### src/rtl/core/bmt_pkg.sv
// ----------------------------------------------------------------------------
// bmt_pkg
// Shared widths, command and kind codes, and the word that travels
// along the row of breakpoint cells.
// ----------------------------------------------------------------------------
`default_nettype none

package bmt_pkg;

    localparam int TABLE_SLOTS_DEF = 16;

    localparam int CMD_W   = 3;
    localparam int KIND_W  = 2;
    localparam int FN_W    = 16;
    localparam int OFF_W   = 16;
    localparam int CHAIN_W = 32;
    localparam int DEPTH_W = 16;
    localparam int ID_W    = 32;

    localparam logic [ID_W-1:0] MISS_CODE      = 32'hFFFF_FFFF;
    localparam logic [ID_W-1:0] LAST_USABLE_ID = 32'hFFFF_FFFE;

    localparam logic [CMD_W-1:0] CMD_ADD_LOCATION = 3'd0;
    localparam logic [CMD_W-1:0] CMD_ADD_STEPOVER = 3'd1;
    localparam logic [CMD_W-1:0] CMD_ADD_FINISH   = 3'd2;
    localparam logic [CMD_W-1:0] CMD_ADD_ANYWHERE = 3'd3;
    localparam logic [CMD_W-1:0] CMD_REMOVE       = 3'd4;
    localparam logic [CMD_W-1:0] CMD_CHECK        = 3'd5;

    localparam logic [KIND_W-1:0] KIND_LOCATION = 2'd0;
    localparam logic [KIND_W-1:0] KIND_STEPOVER = 2'd1;
    localparam logic [KIND_W-1:0] KIND_FINISH   = 2'd2;
    localparam logic [KIND_W-1:0] KIND_ANYWHERE = 2'd3;

    // word handed from cell to cell, with the running result
    typedef struct packed {
        logic               valid;
        logic [CMD_W-1:0]   cmd;
        logic [FN_W-1:0]    function_id;
        logic [OFF_W-1:0]   code_offset;
        logic               once_flag;
        logic [CHAIN_W-1:0] chain_number;
        logic [DEPTH_W-1:0] depth_value;
        logic [ID_W-1:0]    ident;      // new id on add, id to drop on remove
        logic               exhausted;  // no identifiers left
        logic               placed;     // add stored by an earlier cell
        logic               hit;
        logic [ID_W-1:0]    best;
    } token_t;

endpackage

`default_nettype wire

### src/rtl/core/bmt_cell.sv
// ----------------------------------------------------------------------------
// bmt_cell
// One breakpoint slot. Takes the word from its left neighbour, applies
// add, remove or check to its own entry and passes the word on.
// ----------------------------------------------------------------------------
`default_nettype none

module bmt_cell (
    input  logic            clk,
    input  logic            rst_n,
    input  bmt_pkg::token_t tok_in,
    output bmt_pkg::token_t tok_out
);
    import bmt_pkg::*;

    logic               valid_reg;
    logic               valid_next;
    logic [KIND_W-1:0]  kind_reg;
    logic               once_reg;
    logic [ID_W-1:0]    ident_reg;
    logic [FN_W-1:0]    function_reg;
    logic [OFF_W-1:0]   offset_reg;
    logic [CHAIN_W-1:0] chain_reg;
    logic [DEPTH_W-1:0] depth_reg;

    token_t tok_reg;
    token_t tok_next;
    logic   load;
    logic   match;
    logic   is_add;

    always_comb
    begin
        unique case (kind_reg)
            KIND_LOCATION:
                match = (function_reg == tok_in.function_id) &&
                        (offset_reg == tok_in.code_offset);
            KIND_STEPOVER:
                match = ((tok_in.chain_number == chain_reg) &&
                         (tok_in.depth_value <= depth_reg)) ||
                        (tok_in.chain_number < chain_reg);
            KIND_FINISH:
                match = ((tok_in.chain_number == chain_reg) &&
                         (tok_in.depth_value < depth_reg)) ||
                        (tok_in.chain_number < chain_reg);
            KIND_ANYWHERE:
                match = 1'b1;
        endcase
    end

    assign is_add = (tok_in.cmd <= CMD_ADD_ANYWHERE);

    always_comb
    begin
        tok_next   = tok_in;
        valid_next = valid_reg;
        load       = 1'b0;
        if (tok_in.valid)
        begin
            if (is_add)
            begin
                // first free slot along the row takes the entry
                if (!valid_reg && !tok_in.placed && !tok_in.exhausted)
                begin
                    load            = 1'b1;
                    valid_next      = 1'b1;
                    tok_next.placed = 1'b1;
                end
            end
            else if (tok_in.cmd == CMD_REMOVE)
            begin
                if (valid_reg && (ident_reg == tok_in.ident))
                begin
                    valid_next   = 1'b0;
                    tok_next.hit = 1'b1;
                end
            end
            else if (tok_in.cmd == CMD_CHECK)
            begin
                if (valid_reg && match)
                begin
                    if (!tok_in.hit || (ident_reg > tok_in.best))
                    begin
                        tok_next.best = ident_reg;
                    end
                    tok_next.hit = 1'b1;
                    if (once_reg)
                    begin
                        valid_next = 1'b0;
                    end
                end
            end
        end
    end

    always_ff @(posedge clk or negedge rst_n)
    begin
        if (!rst_n)
        begin
            valid_reg <= 1'b0;
            tok_reg   <= '0;
        end
        else
        begin
            valid_reg <= valid_next;
            tok_reg   <= tok_next;
        end
    end

    always_ff @(posedge clk)
    begin
        if (load)
        begin
            kind_reg     <= tok_in.cmd[KIND_W-1:0];
            once_reg     <= (tok_in.cmd == CMD_ADD_LOCATION) ? tok_in.once_flag : 1'b1;
            ident_reg    <= tok_in.ident;
            function_reg <= tok_in.function_id;
            offset_reg   <= tok_in.code_offset;
            chain_reg    <= tok_in.chain_number;
            depth_reg    <= tok_in.depth_value;
        end
    end

    assign tok_out = tok_reg;

endmodule

`default_nettype wire

### config.mk
export PLATFORM = sky130hd
export DESIGN_NAME = bmt_cell
export DESIGN_NICKNAME = d
export VERILOG_FILES = /design/src/rtl/core/bmt_pkg.sv /design/src/rtl/core/bmt_cell.sv
export SDC_FILE = /design/constraint.sdc
export NUM_CORES = 1
export LEC_CHECK = 0
export BUFFER_PORTS_ARGS = -buffer_cell sky130_fd_sc_hd__buf_2
export CAP_MARGIN = 5
export CORE_MARGIN = 5
export CORE_UTILIZATION = 56
export DETAILED_ROUTE_END_ITERATION = 16
export PLACE_DENSITY = 0.85
export SLEW_MARGIN = 0
export SYNTH_ARGS = -nofsm -noshare
export SYNTH_HDL_FRONTEND = slang
export SYNTH_SLANG_ARGS = --single-unit
export TNS_END_PERCENT = 1
### constraint.sdc
create_clock -name clk -period 22.6 [get_ports clk]
set_input_delay 3.39 -clock clk [delete_from_list [all_inputs] [get_ports clk]]
set_output_delay 3.39 -clock clk [all_outputs]
set_load 0.01 [all_outputs]
==> results.toml, run 1 <==
[synthesis]
syn_area_sq_mm = 0.01071
synth_top_area_share_pct = 35.76
synth.net_count = 941
synth_warnings = 0
synthDistinctLibCells = 42
synth_flop_cell = "dfrtp_1"
synth_edf_count = 115
synth_cells = 704
post_synth.cell_area_avg_sq_um = 15.21
yosysSeqAreaShare_pct = 68.02
yosys-top-cells-area = "dfrtp_1, edfxtp_1, ha_1"
yosys.area.top_type = "dfrtp_1"
ys_ff_latch = 268
async_flop_share_pct = 57.09

[detailed_routing]
vias = 6750
drc = 0
vias_per_cell = 5.212
wl_um = 24980
drtIter0Drc = 326
ant_nets = 0
wl_per_cell_um = 19.29
firstDrtPassIters = 7

[layout]
largest_reg_flops = 152
num-fill-cells = 1210
area.sequential_sq_mm = 0.007282
syn_to_final_growth_pct = 25.95
multiInputGateArea_sq_mm = 0.003075
fin_util_pct = 71.84
drive_above_1_share_pct = 37.36
layout.nets = 1277

[worst_setup_path]
critPathMaxFanout = 19
critPathCaptureType = "flip-flop"
critPathRequiredTime_ns = 23.00
arrival_ns = 6.42
reg2reg_setup_slack_ns = 19.13
criticalPathCategory = "input pin to flip-flop"
startpoint_type = "input pin"

[sta]
slew_headroom_pct = 39.09
fmax_ghz = 0.1661
hold_viol = 0
tightestPinTransition_ns = 0.9014
drv_slew = 0
min_period_ns = 6.021
setup_viol = 0
final.period_utilization_pct = 26.64
rsz0062_at_grt = "false"
finalSetupTns_ns = 0
hold_slack_ns = 0.5678
fin_worst_skew_ns = 0.01137

[flow_run]
cap_violations = 0

[run_status]
status = "completed"

[power]
switching_share_pct = 21.70
pwr-share-comb_pct = 8.3
pwr-share-seq_pct = 49.3
p_leak_nw = 6.267
peakVddDrop_mv = 0.07546
p_sw_mw = 0.2354
clockPowerShare_pct = 42.4
p_int_mw = 0.8498
power_density_mw_per_mm2 = 80.49

[global_routing]
grt_pass1_vias = 7377
grt_max_degree = 91
grt_pass1_wl_um = 39350
gr-total-overflow = 0
grt_use_total_pct = 22.75
antenna_found_initial = 1

[die]
core_sq_mm = 0.01877
die_y_um = 148.3
initial_core_util_pct = 57.04
num_rows = 50
die_area_sq_mm = 0.02198
die_w_um = 148.3
ioPinCount = 306

[place]
gp_routability_congestion = 0.8211
hpwl_um = 18570
portBuffers = 305

[cts]
postCtsSetupBuffers = 0
ctsResizeCount = 0
clk_root_buffer_cell = "clkbuf_16"
clk_path_buf_depth = 3
path_clk_slew_ns = 0.06
cts_tree = "done"
cts_buffers = 27
cts_num_sinks = 268
clkLatencyLatePin_ns = 0.52
cts_hold_buf = 0
h-tree-depth = 1

[min_path]
min_path_type = "flip-flop to flip-flop"
[cells by family after synthesis]
family / synth area share [%]
flops: 68.02
simple gates: 5.575
buf+inv: 3.296
fa+ha+maj: 9.701
xor+xnor: 5.236
compound gates: 3.752
mux: 4.418
[power groups by stage]
stage          clock, mW  combinational, mW  sequential [mW]
5_1_grt            0.493              0.100            0.536
6_report           0.461             0.0902            0.534
2_1_floorplan          0             0.0307            0.553
3_3_place_gp           0             0.0879            0.543
4_1_cts            0.469             0.0918            0.535
3_5_place_dp           0             0.0908            0.544
[through the flow]
stage	worst slack [ns]	total power [mW]	std cells	instance area [sq um]
detailed placement	16.11	0.6346	1245	12540
CTS	16.65	1.095	1294	13480
floorplan	10.30	0.5833	704	10710
global route	16.44	1.129	1294	13480
global placement	16.17	0.6314	1245	12540
finish	16.58	1.085	1295	13480
[synth_stat cells, types with 3 or more instances]
library cell,instances
nor2_1,14
inv_1,85
xnor2_1,46
edfxtp_1,115
nand2_1,21
ha_1,83
dfrtp_1,153
o21ai_0,11
xor2_1,18
nand3_1,9
a21o_1,5
a211oi_1,4
nor2b_1,3
nor3_1,9
buf_6,3
nand4_1,27
nor4_1,6
a21oi_1,29
nand4_2,3
mux2_4,30
[layout by cell type (no fill, tap or decap), types with 2 or more instances in the layout]
| cell | instances |
|---|---|
| nor2b_1 | 3 |
| clkinv_2 | 6 |
| mux2_4 | 30 |
| xnor2_1 | 46 |
| o21ai_0 | 11 |
| nand4b_1 | 2 |
| a2111oi_0 | 2 |
| or3_1 | 2 |
| clkbuf_1 | 5 |
| nand2_1 | 21 |
| or2_2 | 2 |
| inv_1 | 85 |
| a31oi_1 | 2 |
| and3_1 | 2 |
| bufinv_16 | 3 |
| clkbuf_16 | 29 |
| a211oi_1 | 4 |
| nand4_1 | 27 |
| ha_1 | 83 |
| buf_4 | 5 |
| xor2_1 | 18 |
| nor2_1 | 14 |
| mux2_2 | 2 |
| a21o_1 | 5 |
| edfxtp_1 | 115 |
| dfrtp_1 | 153 |
| nor4_1 | 6 |
| nand4_2 | 3 |
| a21oi_1 | 29 |
| clkbuf_8 | 5 |
| nor3_1 | 8 |
| buf_2 | 304 |
| nand3_1 | 9 |
| nor4_2 | 2 |
[area by class of cell]
| type | count | share of cell area [%] |
|---|---|---|
| inverters | 85 | 2.366 |
| multi-input cells | 348 | 22.81 |
| clock inverters | 10 | 0.9465 |
| clock buffers | 39 | 6.032 |
| diodes | 1 | 0.01856 |
| well taps | 234 | 2.171 |
| repair buffers | 310 | 11.65 |
| flip-flops and latches | 268 | 54.01 |
[layer usage]
| layer | GRT usage, % | vias to the layer above | wire length, um |
|---|---|---|---|
| li1 | - | 3167 | - |
| met1 | 27.63 | 3271 | 9579 |
| met2 | 40.31 | 269 | 12700 |
| met3 | 6.429 | 41 | 2136 |
| met4 | 5.774 | 2 | 560 |
| met5 | 0 | - | 7 |
[path summary, 6_finish.rpt]
path	cells past startpoint	startpoint	end
max	12	tok_in[9]	tok_out[17]$_DFF_PN0_
min in group asynchronous	1	rst_n	tok_out[77]$_DFF_PN0_
min reg2reg	1	ident_reg[7]$_DFFE_PP_	tok_out[7]$_DFF_PN0_
max in group asynchronous	2	rst_n	tok_out[83]$_DFF_PN0_
min	1	ident_reg[7]$_DFFE_PP_	tok_out[7]$_DFF_PN0_
max reg2reg	10	ident_reg[9]$_DFFE_PP_	tok_out[17]$_DFF_PN0_
[critical path: stages]
cell       delay [ns]
buf_2            0.09
inv_1            0.04
ha_1             0.30
a21o_1           0.18
nand3_1          0.07
a21oi_1          0.07
a2111oi_0        0.55
a21oi_1          0.14
nor4bb_1         0.81
a2111oi_4        0.13
buf_4            0.30
mux2_4           0.34
No activity file was read; power rests on OpenSTA's default activity.
==> inputs of run 2 (changes only) <==
Settings changed: CORE_UTILIZATION 56 to 52, PLACE_DENSITY 0.85 to 0.8.
Clock period 22.6 ns to 5.9 ns, I/O delays scaled along.
==> results.toml, run 2 (synthesis gave the netlist of run 1 again) <==
[cts]
clk_path_buf_depth = 3
h-tree-depth = 1
ctsResizeCount = 0
cts_tree = "done"
cts_buffers = 27
clkLatencyLatePin_ns = 0.53
path_clk_slew_ns = 0.06
clk_root_buffer_cell = "clkbuf_16"
cts_num_sinks = 268
postCtsSetupBuffers = 0
cts_hold_buf = 0

[detailed_routing]
wl_per_cell_um = 18.62
drtIter0Drc = 299
firstDrtPassIters = 4
vias_per_cell = 5.040
wl_um = 24840
vias = 6724
ant_nets = 0
drc = 0

[sta]
fmax_ghz = 0.3068
tightestPinTransition_ns = 0.9447
rsz0062_at_grt = "false"
hold_viol = 0
finalSetupTns_ns = 0
drv_slew = 0
final.period_utilization_pct = 55.25
min_period_ns = 3.260
slew_headroom_pct = 37.02
fin_worst_skew_ns = 0.01414
setup_slack_ns = 2.640
setup_viol = 0

[die]
die_w_um = 153.5
core_sq_mm = 0.02023
die_y_um = 153.5
num_rows = 52
die_area_sq_mm = 0.02356
initial_core_util_pct = 52.91
ioPinCount = 306

[layout]
syn_to_final_growth_pct = 26.97
layout.nets = 1277
layout_common_cells = "buf_2, dfrtp_1, edfxtp_1"
drive_above_1_share_pct = 37.70
largest_reg_flops = 152
final_common_cell = "buf_2"

[worst_setup_path]
startpoint_type = "input pin"
criticalPathCategory = "input pin to flip-flop"
critPathRequiredTime_ns = 6.31
crit_path_top_delay_cell = "a2111oi_4"
reg2reg_setup_slack_ns = 2.70
path_cells = "buf_2 > ha_1 > nand4_2 > nor4_2 > nand2_1 > nor4_2 > o21ai_2 > a2111oi_4 > buf_4 > mux2_2"
critPathMaxFanout = 17
worst_path_largest_cell_delay_ns = 0.40
crit_path_start = "tok_in[112]"
arrival_ns = 3.67
r2r_start = "ident_reg[9]$_DFFE_PP_"
path_common_cell = "nor4_2"
critPathCaptureType = "flip-flop"

[power]
power_density_mw_per_mm2 = 313.4
p_leak_nw = 6.303
peakVddDrop_mv = 0.2695

[global_routing]
grt_max_degree = 94
grt_pass1_vias = 7377
grt_pass1_wl_um = 39050
antenna_found_initial = 6
gr-total-overflow = 0
grt_use_total_pct = 20.76

[place]
preCtsSetupSlack_ns = 2.039
portBuffers = 305
hpwl_um = 18440
gp_routability_congestion = 0.8255

[flow_run]
cap_violations = 0

[min_path]
min_path_type = "input pin to async pin"

[run_status]
status = "completed"
[run 2: cell count changes in the layout (fill, tap and decap cells not counted), moves of 2 or more]
cell       previous run  this run
bufinv_16             3         5
clkbuf_1              5         2
diode_2               1         3
inv_6                 0         2
[run 2: per-layer routing]
layer	routed length (um)	up-vias	track usage, %
met4	625	6	5.803
met2	12180	244	35.24
li1	-	3162	-
met5	22	-	0
met1	10030	3262	26.12
met3	1983	50	6.135
[run 2: power by group]
part / switching (mW) / internal, mW
combinational: 0.197 / 0.146
clock: 0.707 / 1.16
sequential: 0.0251 / 2.02
total: 0.930 / 3.33
[run 2: worst paths after layout]
path	cells after the start	end
min in group clk	1	tok_out[115]$_DFF_PN0_
min reg2reg	1	tok_out[30]$_DFF_PN0_
min	1	tok_out[151]$_DFF_PN0_
max reg2reg	10	tok_out[14]$_DFF_PN0_
max in group asynchronous	2	tok_out[130]$_DFF_PN0_
max	10	tok_out[1]$_DFF_PN0_
[run 2: metrics by stage]
step / cell area [sq um] / hold WS (ns) / utilization [%] / instances / total power, mW
CTS: 13590 / 0.4509 / 67.14 / 1331 / 4.308
finish: 13590 / 0.4280 / 67.18 / 1334 / 4.260
detailed placement: 12590 / 0.5508 / 62.22 / 1281 / 2.432
floorplan: 10720 / 0.5293 / - / 704 / 2.231
global route: 13590 / 0.4646 / 67.18 / 1334 / 4.433
global placement: 12590 / 0.5419 / 62.22 / 1281 / 2.420
[run 2: area by class of cell]
| type | instances | area, sq um |
|---|---|---|
| Sequential cell | 268 | 7282 |
| Inverter | 85 | 319.1 |
| Clock buffer | 36 | 790.8 |
| Multi-Input combinational cell | 348 | 3082 |
| Timing Repair Buffer | 310 | 1570 |
| Antenna cell | 3 | 7.507 |
| Fill cell | 1433 | 6641 |
| Clock inverter | 14 | 203.9 |
| Tap cell | 270 | 337.8 |
[run 2: worst max-delay path, delay by kind of cell]
family                   cells  cell delay [ns]
AND/OR/NAND/NOR              4             1.04
adder cells (fa/ha/maj)      1             0.31
buffers and inverters        2             0.49
AO/OA/AOI/OAI                2             0.57
multiplexers                 1             0.38
==> inputs of run 3 (changes only) <==
Settings changed: CORE_UTILIZATION 52 to 47, PLACE_DENSITY 0.8 to 0.76.
Clock period 5.9 ns to 2.7 ns, I/O delays scaled along.
==> results.toml, run 3 (synthesis gave the netlist of run 1 again) <==
[worst_setup_path]
crit_family = "compound AO/OA/AOI/OAI gates"
worst_path_largest_cell_delay_ns = 0.42
critPathMaxFanout = 5
criticalPathCategory = "flip-flop to flip-flop"
path_cells = "inv_1 > ha_4 > a21oi_1 > nor2_1 > a211oi_1 > o21ai_0 > nor3_2 > a31oi_4 > a2111oi_4 > buf_6 > clkbuf_16 > mux2_4"
critPathRequiredTime_ns = 3.10
arrival_ns = 3.30
crit_buf_inv = 3
crit_path_top_delay_cell = "a2111oi_4"
r2r_start = "chain_reg[25]$_DFFE_PP_"
timing.rr.end = "tok_out[23]$_DFF_PN0_"
reg2reg_depth = 12
reg2reg_setup_slack_ns = -0.20
critPathCaptureType = "flip-flop"
startpoint_type = "flip-flop"
crit_path_start = "chain_reg[25]$_DFFE_PP_"

[sta]
fin_worst_skew_ns = 0.01052
setup_viol = 32
setup_slack_ns = -0.1965
min_period_ns = 2.896
slew_headroom_pct = 71.96
fmax_ghz = 0.3452
drv_slew = 0
rsz0062_at_grt = "true"
tightestPinTransition_ns = 0.4176
hold_viol = 0
final.period_utilization_pct = 107.3

[power]
p_leak_nw = 6.964
power_density_mw_per_mm2 = 588.9
peakVddDrop_mv = 0.6052

[cts]
clk_path_buf_depth = 3
path_clk_slew_ns = 0.06
clk_root_buffer_cell = "clkbuf_16"
h-tree-depth = 1
cts_num_sinks = 268
cts_buffers = 27
clkLatencyLatePin_ns = 0.52
cts_tree = "done"

[place]
portBuffers = 305
gp_routability_congestion = 0.8498
placedCellCount = 1424
placed_area_sq_mm = 0.01366
hpwl_um = 20470

[global_routing]
grt_pass1_wl_um = 42720
grt_pass1_vias = 8019
antenna_found_initial = 3
gr-total-overflow = 0
grt_max_degree = 70
grt_use_total_pct = 20.77

[layout]
stdcell_count = 1487
area.sequential_sq_mm = 0.007282
largest_reg_flops = 152
multiInputGateArea_sq_mm = 0.003362
design_area_sq_mm = 0.01490
num-fill-cells = 1636
layout.nets = 1418
final_common_cell = "buf_2"
layout_common_cells = "buf_2, dfrtp_1, buf_4"
syn_to_final_growth_pct = 39.14
drive_above_1_share_pct = 46.63

[die]
num_rows = 55
die_area_sq_mm = 0.02590
die_y_um = 160.9
ioPinCount = 306
core_sq_mm = 0.02250
initial_core_util_pct = 47.57
die_w_um = 160.9

[flow_run]
cap_violations = 0

[detailed_routing]
drc = 0
ant_nets = 0
wl_um = 27470
wl_per_cell_um = 18.48
firstDrtPassIters = 5
vias = 7357
drtIter0Drc = 262
vias_per_cell = 4.948

[run_status]
violations = "setup timing"
status = "finished with violations"

[min_path]
min_to = "tok_out[66]$_DFF_PN0_"
hp-start = "tok_in[66]"
hold_depth = 1
min_path_type = "input pin to flip-flop"
run 3: cell types whose count changed in the layout (fill, tap and decap cells not counted), moves of 4 or more:
| cell | before | now |
|---|---|---|
| inv_1 | 85 | 81 |
| bufinv_16 | 5 | 0 |
| buf_4 | 5 | 132 |
| clkbuf_1 | 2 | 7 |
| buf_12 | 0 | 7 |
| ha_1 | 83 | 73 |
| inv_2 | 0 | 4 |
| clkbuf_8 | 6 | 1 |
| ha_4 | 0 | 10 |
| clkinv_1 | 0 | 4 |
run 3: routing by layer:
metal / vias up / share of wire, % / global-route usage (%)
met2: 258 / 49 / 36.30
met5: - / 0.076 / 0
met4: 4 / 2.7 / 5.079
met1: 3578 / 41 / 26.02
met3: 59 / 7.2 / 5.363
li1: 3458 / - / -
run 3: how the worst max path moves through the flow:
stage / cells past startpoint / endpoint / slack (ns)
after floorplan: 3 / chain_reg[0]$_DFFE_PP_ / -1.05
after global placement: 11 / tok_out[0]$_DFF_PN0_ / -0.57
after detailed placement: 11 / tok_out[0]$_DFF_PN0_ / -0.67
after CTS: 12 / tok_out[28]$_DFF_PN0_ / -0.22
after global routing: 12 / tok_out[2]$_DFF_PN0_ / -0.48
final: 12 / tok_out[23]$_DFF_PN0_ / -0.20
run 3: what timing repair did:
item,CTS,global route
pin swaps,6,13
gates resized for setup,20,27
cloned,1,2
endpoints found under the hold margin,34,0
buffers inserted,3,4
endpoints found under the setup margin,32,32
hold buffers,3,0
run 3: power by group:
| part | switching, mW | internal [mW] | total, mW |
|---|---|---|---|
| registers | 0.0486 | 4.42 | 4.47 |
| clock network | 1.49 | 1.87 | 3.36 |
| logic | 0.492 | 0.447 | 0.939 |
run 3: metrics by stage:
stage | util [%] | setup slack [ns] | total power [mW] | hold slack, ns | TNS (ns)
after floorplan | - | -1.054 | 4.874 | 0.1094 | -125.60
after global placement | 60.70 | -0.5748 | 5.417 | 0.3294 | -17.26
after detailed placement | 60.70 | -0.6673 | 5.447 | 0.3313 | -19.71
after CTS | 65.09 | -0.2199 | 8.847 | 0.0008094 | -6.065
after global routing | 66.19 | -0.4783 | 9.170 | 0.004860 | -14.57
final | 66.19 | -0.1965 | 8.772 | 0.02939 | -5.495
run 3: cell type report:
type,count,area share [%]
sequential,268,48.89
inverter,85,2.142
tap,285,2.394
antenna,1,0.01680
clock buffer,35,4.805
timing repair buffer,451,18.68
multi-input combinational,348,22.57
clock inverter,14,0.5040
